<file path="config.mk">
export PLATFORM = sky130hd
export DESIGN_NAME = bcl_front
export DESIGN_NICKNAME = d
export VERILOG_FILES = /design/src/rtl/core/bitmap_change_log_with_deltas_macros.svh /design/src/rtl/core/bcl_pkg.sv /design/src/rtl/core/bcl_queue.sv /design/src/rtl/core/bcl_front.sv
export SDC_FILE = /design/constraint.sdc
export NUM_CORES = 1
export LEC_CHECK = 0
export BUFFER_PORTS_ARGS = -buffer_cell sky130_fd_sc_hd__buf_2
export CORE_MARGIN = 1.5
export CORE_UTILIZATION = 51
export DETAILED_ROUTE_END_ITERATION = 16
export PLACE_DENSITY_LB_ADDON = 0.05
export SLEW_MARGIN = 40
export SYNTH_ARGS = -nofsm -noshare
export SYNTH_HDL_FRONTEND = slang
export SYNTH_HIERARCHICAL = 1
export SYNTH_SLANG_ARGS = --single-unit
</file>
<file path="constraint.sdc">
create_clock -name i_clk -period 4.2 [get_ports i_clk]
set_input_delay 0.21 -clock i_clk [delete_from_list [all_inputs] [get_ports i_clk]]
set_output_delay 0.21 -clock i_clk [all_outputs]
set_load 0.03 [all_outputs]
</file>
<file path="src/rtl/core/bitmap_change_log_with_deltas_macros.svh">
// Assertion helpers for the RTL files.
`ifndef BITMAP_CHANGE_LOG_WITH_DELTAS_MACROS_SVH
`define BITMAP_CHANGE_LOG_WITH_DELTAS_MACROS_SVH

// Check a condition at every clock edge outside reset.
`define BCL_ASSERT_ALWAYS(label, clk, rst_n, expr, msg) \
    label: assert property (@(posedge clk) disable iff (!rst_n) (expr)) else $error(msg);

// Check a consequence in the same cycle as its cause.
`define BCL_ASSERT_IMPLY(label, clk, rst_n, ante, cons, msg) \
    label: assert property (@(posedge clk) disable iff (!rst_n) (ante) |-> (cons)) else $error(msg);

// Check a consequence in the cycle after its cause.
`define BCL_ASSERT_NEXT(label, clk, rst_n, ante, cons, msg) \
    label: assert property (@(posedge clk) disable iff (!rst_n) (ante) |=> (cons)) else $error(msg);

`endif

</file>
<file path="src/rtl/core/bcl_pkg.sv">
package bcl_pkg;

    // Input modes
    localparam logic [1:0] MODE_MARK    = 2'd0;
    localparam logic [1:0] MODE_QUERY   = 2'd1;
    localparam logic [1:0] MODE_PRELOAD = 2'd2;

    // Result kinds
    localparam logic [1:0] KIND_SNAP_WORD   = 2'd0;
    localparam logic [1:0] KIND_DELTA_INDEX = 2'd1;
    localparam logic [1:0] KIND_EMPTY_DELTA = 2'd2;
    localparam logic [1:0] KIND_EMPTY_SNAP  = 2'd3;

    // Register map (index by word address)
    localparam logic REG_ITEM_COUNT = 1'b0;
    localparam logic REG_LOG_LIMIT  = 1'b1;

    localparam logic [12:0] ITEM_COUNT_RST = 13'd4096;
    localparam logic [6:0]  LOG_LIMIT_RST  = 7'd64;

    typedef enum logic [1:0] {
        OP_MARK,
        OP_PRELOAD,
        OP_QUERY
    } t_op;

    typedef struct packed {
        logic [1:0]  mode;
        logic [15:0] item_index;
        logic [31:0] start_frame;
    } t_item;

    typedef struct packed {
        logic [1:0]  kind;
        logic [31:0] current_frame;
        logic [5:0]  word_number;
        logic [63:0] bitmap_word;
        logic [11:0] delta_index;
        logic        last;
    } t_result;

    // Classified command between the front and the back
    typedef struct packed {
        t_op         op;
        logic [11:0] item_index;
        logic [31:0] start_frame;
    } t_cmd;

    // Effective configuration, already clamped to the built sizes
    typedef struct packed {
        logic [12:0] eff_items;
        logic [6:0]  eff_limit;
    } t_cfg;

endpackage

</file>
<file path="src/rtl/core/bcl_queue.sv">
module bcl_queue #(
    parameter int WIDTH = 8
) (
    input  logic             i_clk,
    input  logic             i_rst_n,
    input  logic             i_push,
    input  logic [WIDTH-1:0] i_wdata,
    output logic             o_full,
    input  logic             i_pop,
    output logic [WIDTH-1:0] o_rdata,
    output logic             o_empty
);

    // Two-entry queue: holds one word while the next is written
    logic [WIDTH-1:0] r_mem [2];
    logic             r_wp;
    logic             r_rp;
    logic [1:0]       r_cnt;
    logic             push_ok;
    logic             pop_ok;

    assign o_full  = (r_cnt == 2'd2);
    assign o_empty = (r_cnt == 2'd0);
    assign push_ok = i_push && !o_full;
    assign pop_ok  = i_pop && !o_empty;
    assign o_rdata = r_mem[r_rp];

    always_ff @(posedge i_clk) begin
        if (!i_rst_n) begin
            r_wp  <= 1'b0;
            r_rp  <= 1'b0;
            r_cnt <= 2'd0;
        end else begin
            if (push_ok) begin
                r_wp <= ~r_wp;
            end
            if (pop_ok) begin
                r_rp <= ~r_rp;
            end
            case ({push_ok, pop_ok})
                2'b10:   r_cnt <= r_cnt + 2'd1;
                2'b01:   r_cnt <= r_cnt - 2'd1;
                default: r_cnt <= r_cnt;
            endcase
        end
    end

    always_ff @(posedge i_clk) begin
        if (push_ok) begin
            r_mem[r_wp] <= i_wdata;
        end
    end

endmodule

</file>
<file path="src/rtl/core/bcl_front.sv">
module bcl_front (
    input  logic           i_clk,
    input  logic           i_rst_n,
    input  logic           i_push,
    input  bcl_pkg::t_item i_item,
    output logic           o_full,
    input  bcl_pkg::t_cfg  i_cfg,
    input  logic           i_cmd_pop,
    output bcl_pkg::t_cmd  o_cmd,
    output logic           o_cmd_empty
);

    import bcl_pkg::*;

    logic in_range;
    logic keep;
    t_cmd cmd;
    logic q_full;

    assign in_range = ({3'b000, i_cfg.eff_items} > i_item.item_index);

    // Drop out-of-range updates and unused modes here; they leave no trace
    always_comb begin
        keep             = 1'b0;
        cmd.op           = OP_QUERY;
        cmd.item_index   = i_item.item_index[11:0];
        cmd.start_frame  = i_item.start_frame;
        case (i_item.mode)
            MODE_MARK: begin
                keep   = in_range;
                cmd.op = OP_MARK;
            end
            MODE_PRELOAD: begin
                keep   = in_range;
                cmd.op = OP_PRELOAD;
            end
            MODE_QUERY: begin
                keep   = 1'b1;
                cmd.op = OP_QUERY;
            end
            default: begin
                keep = 1'b0;
            end
        endcase
    end

    assign o_full = q_full;

    bcl_queue #(
        .WIDTH ($bits(t_cmd))
    ) u_cmd_q (
        .i_clk   (i_clk),
        .i_rst_n (i_rst_n),
        .i_push  (i_push && keep),
        .i_wdata (cmd),
        .o_full  (q_full),
        .i_pop   (i_cmd_pop),
        .o_rdata (o_cmd),
        .o_empty (o_cmd_empty)
    );

endmodule

</file>
==> flow_metrics.py <==
metrics = {
    "status": {
        "outcome": "completed",
    },
    "place": {
        "portBuffers": 114,
        "placed_area_um2": 4632,
        "post-dp-hpwl_um": 4635,
        "gp_congestion": 0.7804,
    },
    "yosys": {
        "synthAdderAreaFrac_pct": 4.453,
        "synth_mux_area_share_pct": 13.17,
        "synth-edff-count": 92,
        "synthArstFlopShare_pct": 0,
        "syn_inst": 223,
        "ys_types": 30,
        "synth_seq_cells": 97,
        "syn_area_um2": 3934,
        "yosysSeqAreaShare_pct": 72.77,
        "synth_compound_area_share_pct": 2.831,
        "synth-xor-area-share_pct": 0.6679,
        "synthFlopType": "edfxtp_1",
        "yosys.area_share.simple_pct": 3.849,
        "ys_warn_count": 6,
        "synth_top_family_by_area": "multiplexers",
        "syn_nets": 311,
        "syn_area_per_cell_um2": 17.64,
    },
    "sta": {
        "finClkSkew_ns": 0.005904,
        "drv_slew": 0,
        "relSlewSlack_pct": 56.70,
        "tightest_slew_ns": 0.6495,
        "setup-tns-final_ns": 0,
        "rsz0062_at_grt": "no",
        "hold_slack_ns": 0.04142,
        "setup_violations": 0,
        "period_share_pct": 59.82,
        "max_freq_mhz": 398.0,
        "hold_violations": 0,
        "min_period_ns": 2.513,
    },
    "route": {
        "wirelength_um": 6742,
        "routedWlPerCell_um": 15.08,
        "ant_nets": 0,
        "drt_pre_antenna_iters": 4,
        "drt-vias-per-instance": 5.016,
        "vias": 2242,
        "drt-initial-drc-count": 85,
        "drcViolationCount": 0,
    },
    "job": {
        "drv_cap": 0,
    },
    "power_and_ir_drop": {
        "vdd.ir_drop.worst_uv": 257.0,
        "power-per-cell-area_nw_per_um2": 509.9,
        "power_switching_share_pct": 32.00,
        "power_frac_seq_pct": 49.2,
        "p_switching_uw": 787.1,
        "clockPowerShare_pct": 23.7,
        "p_leak_nw": 1.887,
        "p_comb_share_pct": 27.1,
        "p_int_mw": 1.672,
    },
    "floorplanning": {
        "io_pins": 122,
        "die_w_um": 90.83,
        "start_util_pct": 53.38,
        "row_count": 31,
        "dieArea_um2": 8249,
        "die_height_um": 90.83,
        "coreArea_um2": 7370,
    },
    "cells_and_area": {
        "diodes": 0,
        "drive_above_1_share_pct": 53.45,
        "post-route-util_pct": 65.45,
        "n_fill_cell": 557,
        "finalInstanceArea_um2": 4823,
        "nets": 432,
        "area_growth_pct": 22.61,
    },
    "clock_tree": {
        "clk_latency_ns": 0.35,
        "htreeDepth": 3,
        "tritoncts": "yes",
        "cts_num_sinks": 97,
        "holdBufCountCts": 0,
        "postCtsSetupRepairBufs": 0,
        "clockBufferDepth": 2,
        "ctsResizeCount": 0,
        "numCtsBuffers": 9,
        "cts_root_buf": "clkbuf_8",
        "cts.clk_slew.worst_paths_ns": 0.09,
    },
    "global_routing": {
        "grt_first_pass_wirelength_um": 10710,
        "track_usage_pct": 17.07,
        "grt_antenna_before_repair": 0,
        "overflow": 0,
        "grt_pass1_vias": 2284,
        "grt_max_degree": 47,
    },
    "critical_path": {
        "worstPathRequired_ns": 4.25,
        "cp-end-kind": "flip-flop",
        "crit_type": "in2reg",
        "cp-start-kind": "input port",
        "worstPathArrival_ns": 2.56,
        "path_max_fanout": 29,
    },
    "worst_hold_path": {
        "hp-class": "in2reg",
    },
}
## cell type report
type / count / area (um^2) / share of cell area, %
sequential: 97 / 2867 / 59.43
clock buffer: 9 / 123.9 / 2.568
timing repair buffer: 116 / 598.1 / 12.40
tap: 99 / 123.9 / 2.568
multi-input combinational: 104 / 983.4 / 20.39
inverter: 16 / 60.06 / 1.245
clock inverter: 6 / 67.56 / 1.401
## registers in the layout, indices dropped and copies added, names as in the netlist, named ones only
| name | cells |
|---|---|
| u_cmd_q/r_rp | 1 |
| u_cmd_q/r_mem | 92 |
| u_cmd_q/r_cnt | 2 |
| u_cmd_q/r_wp | 1 |
## power groups by stage
| stage | Clock [mW] | Combinational (mW) | Sequential (mW) |
|---|---|---|---|
| finish | 0.583 | 0.667 | 1.21 |
| global route | 0.632 | 0.711 | 1.22 |
| CTS | 0.603 | 0.674 | 1.21 |
| detailed placement | 0 | 0.671 | 1.23 |
| global placement | 0 | 0.667 | 1.23 |
| floorplan | 0 | 0.547 | 1.16 |
## metrics by stage
stage | instances | setup WS [ns] | power, mW
floorplan | 223 | 1.220 | 1.709
global placement | 432 | 1.341 | 1.896
detailed placement | 432 | 1.276 | 1.904
CTS | 447 | 1.667 | 2.490
global route | 447 | 1.535 | 2.564
finish | 447 | 1.687 | 2.459
## cell usage after synthesis, types with 2 or more instances
library cell / instances / area (um^2)
ha_1: 14 / 175.2
a21boi_1: 2 / 15.01
edfxtp_1: 92 / 2763
or3_1: 2 / 12.51
dfxtp_1: 5 / 100.1
nor2_1: 4 / 15.01
o21ai_0: 4 / 20.02
mux2_2: 46 / 518.0
xnor2_1: 3 / 26.28
nand4_1: 2 / 12.51
buf_2: 5 / 25.02
nand2_1: 5 / 18.77
inv_1: 15 / 56.30
nor2b_1: 4 / 25.02
a21oi_1: 5 / 25.02
## path summary, 6_finish.rpt
kind	startpoint	endpoint	slack, ns	cells past startpoint
setup / recovery	i_item[39]	u_cmd_q/r_mem[0][45]	1.69	11
hold / removal	i_item[19]	u_cmd_q/r_mem[0][19]	0.04	1
setup reg to reg	u_cmd_q/r_cnt[0]	u_cmd_q/r_mem[0][45]	2.24	5
hold reg to reg	u_cmd_q/r_wp	u_cmd_q/r_wp	0.52	2
## placed cells by master (no fill, tap or decap), types with 3 or more instances in the layout
cell,Yosys,routed
buf_2,5,114
edfxtp_1,92,92
mux2_2,46,46
inv_1,15,14
ha_1,14,14
clkbuf_8,0,9
a21oi_1,5,5
nand2_1,5,5
nor2b_1,4,4
o21ai_0,4,4
nor2_1,4,4
dfxtp_1,5,4
xnor2_1,3,3
## logic make-up after synthesis
kind of cell,after synthesis
AND/OR/NAND/NOR,24
flip-flops,97
AO/OA/AOI/OAI,17
adder cells (fa/ha/maj),14
XOR/XNOR,3
multiplexers,46
buffers and inverters,22
## routing by layer
layer  vias to the layer above  part of all wire [%]  routed length (um)  global-route usage, %
met2                        79                    50                3347                  28.70
met3                         9                   5.8                 394                  3.199
met4                         0                   1.3                  85                  8.203
li1                       1088                     -                   -                      -
met5                         -                     0                   0                      0
met1                      1066                    43                2915                  21.29
## critical path: stages
cell and delay [ns]:
buf_2 0.10, inv_1 0.04, ha_1 0.30, nand4_1 0.14
nor4_4 0.33, a21boi_2 0.20, o31a_2 0.17, inv_1 0.05
or3_1 0.37, inv_2 0.35, buf_12 0.26
No activity file was read; power rests on OpenSTA's default activity.
